<file path="src/design/olsd_pkg.sv">
// shared types and constants for the ordered list search/delete core
// no dependencies; imported by olsd_cell, olsd_chain and the top level
package olsd_pkg;

   localparam int DEPTH  = 16;
   localparam int DATA_W = 32;
   localparam int CNT_W  = $clog2(DEPTH + 1);
   localparam int IDX_W  = $clog2(DEPTH);
   localparam logic [CNT_W-1:0] DEPTH_CNT = CNT_W'(DEPTH);

   typedef enum logic [2:0] {
      REQ_APPEND = 3'd0,
      REQ_DUMP   = 3'd1,
      REQ_SEARCH = 3'd2,
      REQ_POP    = 3'd3,
      REQ_DELETE = 3'd4
   } olsd_req_type;

   typedef enum logic [1:0] {
      STAT_OK       = 2'd0,
      STAT_EMPTY    = 2'd1,
      STAT_NOTFOUND = 2'd2,
      STAT_FULL     = 2'd3
   } olsd_status_type;

   typedef enum logic [2:0] {
      CELL_HOLD,
      CELL_APPEND,
      CELL_POP,
      CELL_DELETE,
      CELL_ROTATE
   } olsd_cell_op_type;

   typedef enum logic {
      ST_IDLE,
      ST_DUMP
   } olsd_state_type;

   typedef struct packed {
      olsd_cell_op_type  op;
      logic [DATA_W-1:0] key;
      logic [CNT_W-1:0]  count;
   } olsd_cell_ctrl_type;

endpackage

</file>
<file path="src/design/ordered_list_search_delete_core.sv">
// top level of the ordered list search/delete core
// depends on olsd_pkg and olsd_chain (which holds the olsd_cell row)
//
// bounded list of up to DEPTH signed 32-bit entries kept in insertion
// order in a row of cells, slot 0 being the head. append, search, remove
// head and remove by key each take one request transaction and give one
// result transaction, registered in the cycle after acceptance; search and
// keyed removal compare the key in every cell at once, and keyed removal
// moves the later entries up one cell in that same cycle. a dump gives
// one result per held entry, one per cycle while the result side keeps
// up: the chain rotates the occupied cells by one for each result and the
// head cell feeds the output, which leaves the list in its original order
// at the end. a request is taken when no dump is running and the result
// register is empty or being emptied. requests with an unused type are
// taken and give no result. entry contents are not reset; only slots
// below the count are ever read
module ordered_list_search_delete_core (
   input  logic        clock,
   input  logic        reset,
   // request channel
   input  logic        req_tvalid,
   output logic        req_tready,
   input  logic [31:0] req_tdata,   // [31:0] value
   input  logic [2:0]  req_tuser,   // [2:0] req_type
   // result channel
   output logic        rsp_tvalid,
   input  logic        rsp_tready,
   output logic [31:0] rsp_tdata,   // [31:0] data
   output logic [1:0]  rsp_tuser,   // [1:0] status
   output logic        rsp_tlast
);
   import olsd_pkg::*;

   // control state
   olsd_state_type     state_ff, state_in;
   logic [CNT_W-1:0]   count_ff, count_in;
   logic [IDX_W-1:0]   dump_idx_ff, dump_idx_in;
   logic               rsp_valid_ff, rsp_valid_in;
   // result payload
   olsd_status_type    rsp_status_ff, rsp_status_in;
   logic [DATA_W-1:0]  rsp_data_ff, rsp_data_in;
   logic               rsp_last_ff, rsp_last_in;

   olsd_cell_ctrl_type cell_ctrl;
   olsd_cell_op_type   cell_op;
   olsd_req_type       req_kind;
   logic [DATA_W-1:0]  head_value;
   logic               found;
   logic               out_free;
   logic               req_fire;
   logic               dump_last;

   assign req_kind  = olsd_req_type'(req_tuser);
   assign out_free  = !rsp_valid_ff || rsp_tready;
   assign req_fire  = req_tvalid && req_tready;
   assign dump_last = (CNT_W'(dump_idx_ff) + CNT_W'(1)) == count_ff;

   assign cell_ctrl.op    = cell_op;
   assign cell_ctrl.key   = req_tdata;
   assign cell_ctrl.count = count_ff;

   olsd_chain u_chain (
      .clock      (clock),
      .ctrl       (cell_ctrl),
      .head_value (head_value),
      .found      (found)
   );

   // next state, cell command and result register load
   always_comb begin
      state_in      = state_ff;
      count_in      = count_ff;
      dump_idx_in   = dump_idx_ff;
      rsp_valid_in  = rsp_valid_ff && !rsp_tready;
      rsp_status_in = rsp_status_ff;
      rsp_data_in   = rsp_data_ff;
      rsp_last_in   = rsp_last_ff;
      cell_op       = CELL_HOLD;
      req_tready    = (state_ff == ST_IDLE) && out_free;

      case (state_ff)
         ST_IDLE: begin
            if (req_fire) begin
               rsp_data_in = '0;
               rsp_last_in = 1'b1;
               if (req_kind == REQ_APPEND) begin
                  rsp_valid_in = 1'b1;
                  if (count_ff == DEPTH_CNT) begin
                     rsp_status_in = STAT_FULL;
                  end else begin
                     cell_op       = CELL_APPEND;
                     count_in      = count_ff + CNT_W'(1);
                     rsp_status_in = STAT_OK;
                  end
               end else if (count_ff == '0) begin
                  // anything but append on an empty list, unused codes aside
                  case (req_kind)
                     REQ_DUMP, REQ_SEARCH, REQ_POP, REQ_DELETE: begin
                        rsp_valid_in  = 1'b1;
                        rsp_status_in = STAT_EMPTY;
                     end
                     default: rsp_valid_in = rsp_valid_ff && !rsp_tready;
                  endcase
               end else begin
                  case (req_kind)
                     REQ_DUMP: begin
                        state_in    = ST_DUMP;
                        dump_idx_in = '0;
                     end
                     REQ_SEARCH: begin
                        rsp_valid_in  = 1'b1;
                        rsp_status_in = found ? STAT_OK : STAT_NOTFOUND;
                     end
                     REQ_POP: begin
                        cell_op       = CELL_POP;
                        count_in      = count_ff - CNT_W'(1);
                        rsp_valid_in  = 1'b1;
                        rsp_status_in = STAT_OK;
                     end
                     REQ_DELETE: begin
                        rsp_valid_in = 1'b1;
                        if (found) begin
                           cell_op       = CELL_DELETE;
                           count_in      = count_ff - CNT_W'(1);
                           rsp_status_in = STAT_OK;
                        end else begin
                           rsp_status_in = STAT_NOTFOUND;
                        end
                     end
                     default: rsp_valid_in = rsp_valid_ff && !rsp_tready;
                  endcase
               end
            end
         end
         ST_DUMP: begin
            // head cell out, chain rotates by one
            if (out_free) begin
               cell_op       = CELL_ROTATE;
               rsp_valid_in  = 1'b1;
               rsp_status_in = STAT_OK;
               rsp_data_in   = head_value;
               rsp_last_in   = dump_last;
               dump_idx_in   = dump_idx_ff + IDX_W'(1);
               if (dump_last) state_in = ST_IDLE;
            end
         end
         default: state_in = ST_IDLE;
      endcase
   end

   always_ff @(posedge clock) begin
      if (reset) begin
         state_ff     <= ST_IDLE;
         count_ff     <= '0;
         dump_idx_ff  <= '0;
         rsp_valid_ff <= 1'b0;
      end else begin
         state_ff     <= state_in;
         count_ff     <= count_in;
         dump_idx_ff  <= dump_idx_in;
         rsp_valid_ff <= rsp_valid_in;
      end
   end

   always_ff @(posedge clock) begin
      rsp_status_ff <= rsp_status_in;
      rsp_data_ff   <= rsp_data_in;
      rsp_last_ff   <= rsp_last_in;
   end

   assign rsp_tvalid = rsp_valid_ff;
   assign rsp_tdata  = rsp_data_ff;
   assign rsp_tuser  = rsp_status_ff;
   assign rsp_tlast  = rsp_last_ff;

   // the list never holds more than DEPTH entries
   a_count_bound: assert property (@(posedge clock) disable iff (reset)
      count_ff <= DEPTH_CNT)
      else $error("entry count beyond depth");

   // a running dump only walks held entries
   a_dump_idx: assert property (@(posedge clock) disable iff (reset)
      state_ff == ST_DUMP |-> (CNT_W'(dump_idx_ff) < count_ff))
      else $error("dump index past tail");

   // an append into a list with room adds exactly one entry
   a_append_grows: assert property (@(posedge clock) disable iff (reset)
      req_fire && req_kind == REQ_APPEND && count_ff != DEPTH_CNT
      |=> count_ff == $past(count_ff) + CNT_W'(1))
      else $error("append did not grow the list");

   // an error status always comes with the last marker; only dump entries can be followed by more results
   a_status_last: assert property (@(posedge clock) disable iff (reset)
      rsp_valid_ff && rsp_status_ff != STAT_OK |-> rsp_last_ff)
      else $error("error status without last marker");

   // no request is taken while a dump is running
   a_dump_blocks: assert property (@(posedge clock) disable iff (reset)
      state_ff == ST_DUMP |-> !req_fire)
      else $error("request taken during dump");

endmodule

</file>
<file path="src/design/olsd_cell.sv">
// one slot of the list: holds an entry and moves it along the chain
// depends on olsd_pkg
module olsd_cell (
   input  logic                        clock,
   input  olsd_pkg::olsd_cell_ctrl_type ctrl,
   input  logic [olsd_pkg::IDX_W-1:0]  slot,
   input  logic [olsd_pkg::DATA_W-1:0] next_value,
   input  logic [olsd_pkg::DATA_W-1:0] head_value,
   input  logic                        match_prior,
   output logic [olsd_pkg::DATA_W-1:0] value,
   output logic                        match_through
);
   import olsd_pkg::*;

   logic [DATA_W-1:0] value_ff;
   logic [DATA_W-1:0] value_in;
   logic [CNT_W-1:0]  slot_ext;
   logic              occupied;
   logic              is_tail;
   logic              hit;

   assign slot_ext      = CNT_W'(slot);
   assign occupied      = slot_ext < ctrl.count;
   assign is_tail       = (slot_ext + CNT_W'(1)) == ctrl.count;
   assign hit           = occupied && (value_ff == ctrl.key);
   assign match_through = match_prior || hit;
   assign value         = value_ff;

   always_comb begin
      value_in = value_ff;
      case (ctrl.op)
         CELL_APPEND: begin
            if (slot_ext == ctrl.count) value_in = ctrl.key;
         end
         CELL_POP: begin
            if (occupied) value_in = next_value;
         end
         CELL_DELETE: begin
            // first match and everything behind it move up one slot
            if (occupied && match_through) value_in = next_value;
         end
         CELL_ROTATE: begin
            if (is_tail) value_in = head_value;
            else if (occupied) value_in = next_value;
         end
         default: value_in = value_ff;
      endcase
   end

   always_ff @(posedge clock) begin
      value_ff <= value_in;
   end

endmodule

</file>
<file path="src/design/olsd_chain.sv">
// row of list cells with the first-match chain and head tap
// depends on olsd_pkg and olsd_cell
module olsd_chain (
   input  logic                        clock,
   input  olsd_pkg::olsd_cell_ctrl_type ctrl,
   output logic [olsd_pkg::DATA_W-1:0] head_value,
   output logic                        found
);
   import olsd_pkg::*;

   logic [DATA_W-1:0] cell_value [DEPTH];
   logic [DEPTH-1:0]  match_chain;

   for (genvar i = 0; i < DEPTH; i++) begin : g_cell
      logic [DATA_W-1:0] next_v;
      logic              prior;
      if (i == DEPTH - 1) begin : g_end
         assign next_v = '0;
      end else begin : g_mid
         assign next_v = cell_value[i+1];
      end
      if (i == 0) begin : g_first
         assign prior = 1'b0;
      end else begin : g_rest
         assign prior = match_chain[i-1];
      end
      olsd_cell u_cell (
         .clock         (clock),
         .ctrl          (ctrl),
         .slot          (IDX_W'(i)),
         .next_value    (next_v),
         .head_value    (cell_value[0]),
         .match_prior   (prior),
         .value         (cell_value[i]),
         .match_through (match_chain[i])
      );
   end

   assign head_value = cell_value[0];
   assign found      = match_chain[DEPTH-1];

endmodule
</file>
<file path="config.mk">
export PLATFORM = sky130hd
export DESIGN_NAME = ordered_list_search_delete_core
export DESIGN_NICKNAME = d
export VERILOG_FILES = /design/src/design/olsd_pkg.sv /design/src/design/ordered_list_search_delete_core.sv /design/src/design/olsd_cell.sv /design/src/design/olsd_chain.sv
export SDC_FILE = /design/constraint.sdc
export NUM_CORES = 2
export LEC_CHECK = 0
export BUFFER_PORTS_ARGS = -buffer_cell sky130_fd_sc_hd__buf_2
export CORE_MARGIN = 2
export CORE_UTILIZATION = 25
export CTS_CLUSTER_DIAMETER = 60
export DETAILED_ROUTE_END_ITERATION = 12
export PLACE_DENSITY = 0.48
export REMOVE_ABC_BUFFERS = 1
export SYNTH_ARGS = -nofsm -noshare
export SYNTH_HDL_FRONTEND = slang
export SYNTH_HIERARCHICAL = 1
export SYNTH_SLANG_ARGS = --single-unit
</file>
<file path="constraint.sdc">
create_clock -name clock -period 34.9 [get_ports clock]
set_input_delay 3.49 -clock clock [delete_from_list [all_inputs] [get_ports clock]]
set_output_delay 3.49 -clock clock [all_outputs]
set_load 0.01 [all_outputs]
</file>
==> key figures <==
Timing
  • Max_slew headroom: 11.04%
  • Fmax achieved: 94.85 MHz
  • Setup-failing EPs final: 0
  • Post-layout minimum cycle time: ~11000 ps
  • Worst Max-Slew Pin Slew: 1333 ps
  • Worst hold slack: around 530 ps
  • Final setup TNS: 0 ps
  • Final hold viol count: 0
  • RSZ-0062 raised after global routing: false
  • Max-slew violation count: 0
  • Setup Skew: around 35 ps
  • Period utilization: between 30% and 40%

Finish
  • # fillers: 20165
  • Final Net Count: between 5000 and 6000
  • Layout Utilization: between 20 and 30%
  • Commonest non-fill, non-tap cell in the layout: a21oi_1
  • Register area: approximately 17000 µm²
  • Share of post-route cells with drive strength above 1: roughly a tenth
  • Layout area overhead: 15.01%
  • Fin cells: 7802
  • Most frequent cells in the layout: a21oi_1, xor2_1, edfxtp_1
  • Multi-input logic area: 30980 µm²

Placement
  • HPWL Detailed: 136.0 mm
  • Post-Place Cells: 7626
  • GP Congestion: about 0.83
  • I/O Buffers: 75

Synth
  • Synth Warn #: 6
  • Main flop type after synthesis: edfxtp_1
  • Synth unique cells: between 50 and 60
  • Async set-or-reset flop fraction in the synthesized netlist: 0%
  • Cell Area, Synth: just under 50000 µm²
  • Mean Syn Cell Area: between 9 and 10 µm²
  • Synth Instances: around 5000
  • Number of synthesized flops with an enable pin: between 500 and 600
  • Number of synthesized register bits: about 560
  • Yosys top cell area share: about a third
  • Synth area leader: edfxtp_1
  • Sequential element share of the synthesized area: ~34%
  • Main area contributors after synthesis: edfxtp_1, mux2i_1, xor2_1

CTS
  • Post_cts resized: 0
  • CTS Sinks: approximately 560
  • Hold-fix buffers at CTS: 0
  • Post-CTS Repair Setup Buffers: 0
  • Htree depth: 3
  • Worst-path clk slew: 60 ps
  • Clock Tree Root: clkbuf_16
  • Clock Tree Buf Depth: 3
  • CTS Buf Count: around 90
  • Clock Latency Late Sink: between 700 and 800 ps
  • CTS tree: yes

Flow run
  • MaxCap Viol Count: 0

Detailed routing
  • Drt drc: 0
  • First drt pass iteration count: 7
  • Vias: 47318
  • Overall routed net length: 225.8 mm
  • Drt via density: slightly above 6
  • Antenna-violating nets left: 0
  • Routed length per instance: 28.94 µm
  • Starting DRT DRC Count: 6000

GRT
  • GR met1 Demand/Resource: around 29%
  • Initial antenna violation count: 17
  • First-pass GRT wire length: 323.0 mm
  • Gr ovfl total: 0
  • Met2 Use GR: about a third
  • Total track usage: between 20% and 30%
  • Largest net degree at the start of global routing: 98
  • GR peak layer: met2
  • Vias in the first global route: ~44000
  • Grt met3 use: approximately 4.4%

Die
  • Rows: 162
  • Initial Util: 25.07%
  • DIE AREA: between 150000 and 200000 µm²
  • Die height: about 450 µm
  • Core area: slightly below 200000 µm²
  • Chip width: approximately 450 µm
  • Ports: between 70 and 80

Worst hold path
  • Worst Hold End: dump_idx_ff[1]
  • Hold Crit Class: reg2reg
  • Hold Path Cell Cnt: 2
  • HP Start: dump_idx_ff[1]

Worst setup path
  • R2R Setup Slk: ~27000 ps
  • R2R cell count: 31
  • Most used cell, CP: a21o_1
  • Delay-heaviest family, CP: compound AO/OA/AOI/OAI gates
  • Worst r2r dst: u_chain/g_cell[3].u_cell/value[26]
  • CP startpoint kind: primary input
  • Crit path DAT: 10950 ps
  • CP Buf/Inv Count: 5
  • Critical path's largest stage delay: roughly 840 ps
  • Setup Crit Path Kind: in2reg
  • Slowest stage cell, crit path: nand2_1
  • Req. time, crit path: 35310 ps
  • CP Capture Type: flop
  • RR Startpoint: count_ff[1]
  • CP max FO: 60

Pwr
  • Peak supply drop: between 0.03 and 0.04 mV
  • Leak: ~0.020 µW
  • Pwr Total: ~2200 µW
  • Power per cell area: a little under 40 nW/µm²

Status
  • Status: finished, final reports clean
==> worst max-delay path by stage <==
stage                              from                            endpoint  slack [ps]  cells past startpoint
after floorplan           req_tdata[31]   u_chain/g_cell[0].u_cell/value[0]       15010                     26
after detailed placement  req_tdata[26]  u_chain/g_cell[3].u_cell/value[26]       23760                     31
final                     req_tdata[17]  u_chain/g_cell[3].u_cell/value[26]       24360                     31
after global placement    req_tdata[26]  u_chain/g_cell[3].u_cell/value[13]       23810                     31
after CTS                 req_tdata[26]  u_chain/g_cell[3].u_cell/value[26]       24510                     31
after global routing      req_tdata[17]   u_chain/g_cell[3].u_cell/value[8]       23980                     31
==> synthesized netlist by cell type, drive strengths merged, types with 11 or more instances <==
library cell,number
a21o,18
or3,19
and2,32
a211o,16
edfxtp,547
a21oi,552
nand2,38
a221oi,512
buf,180
o21a,514
clkbuf,245
o22ai,513
o21ai,25
mux2i,512
xnor2,83
nand3b,17
o221a,16
nor4,130
nand3,56
dfxtp,11
inv,100
nor2,90
o22a,16
ha,84
nor4b,16
nand4,34
xor2,548
o31a,17
==> state kept, by name, indices dropped and copies added (netlist names) <==
signal	count
count_ff	5
u_chain/g_cell.u_cell/value	512
rsp_tuser	2
dump_idx_ff	4
rsp_tlast	1
rsp_tdata	32
state_ff	1
rsp_tvalid	1
==> worst reg2reg max path: cells and delay by family (launching register included) <==
family                   cells  cell delay, ps
AO/OA/AOI/OAI               22            3260
buffers and inverters        6            2470
AND/OR/NAND/NOR              2            1100
flip-flops                   1             610
adder cells (fa/ha/maj)      1             320
==> per-layer routing <==
| layer | vias up | part of all wire [%] | wire [µm] |
|---|---|---|---|
| met1 | 23736 | 41 | 92920 |
| met5 | - | 0.032 | 73 |
| met3 | 540 | 9.1 | 20600 |
| met4 | 10 | 5.7 | 12960 |
| li1 | 20246 | - | - |
| met2 | 2786 | 44 | 99210 |
==> area by class of cell <==
class	count	area share, %
Tap cell	2542	5.674
Sequential cell	558	29.70
Inverter	100	0.6830
Clock buffer	99	4.192
Timing Repair Buffer	260	3.147
Multi-Input combinational cell	4166	55.26
Clock inverter	69	1.301
Antenna cell	8	0.03571
==> report_power, final <==
group	total, µW	switching [µW]	internal, µW
sequential	793	26.3	767
combinational	441	279	162
clock	967	394	573
==> through the flow <==
stage | worst slack, ps | cell area (µm²)
2_1_floorplan | 15010 | 47820
3_3_place_gp | 23810 | 52960
3_5_place_dp | 23760 | 52960
4_1_cts | 24510 | 56040
5_1_grt | 23980 | 56050
6_report | 24360 | 56060
==> logic make-up after synthesis <==
| kind of cell | Yosys count | share of synthesized area (%) |
|---|---|---|
| other cells | 2 | 0.01541 |
| mux | 513 | 10.54 |
| xor+xnor | 631 | 11.34 |
| fa+ha+maj | 85 | 2.197 |
| simple gates | 447 | 5.563 |
| buf+inv | 525 | 4.747 |
| flops | 558 | 34.15 |
| compound gates | 2216 | 31.45 |
Note: power is estimated with default switching activity, not from simulation.
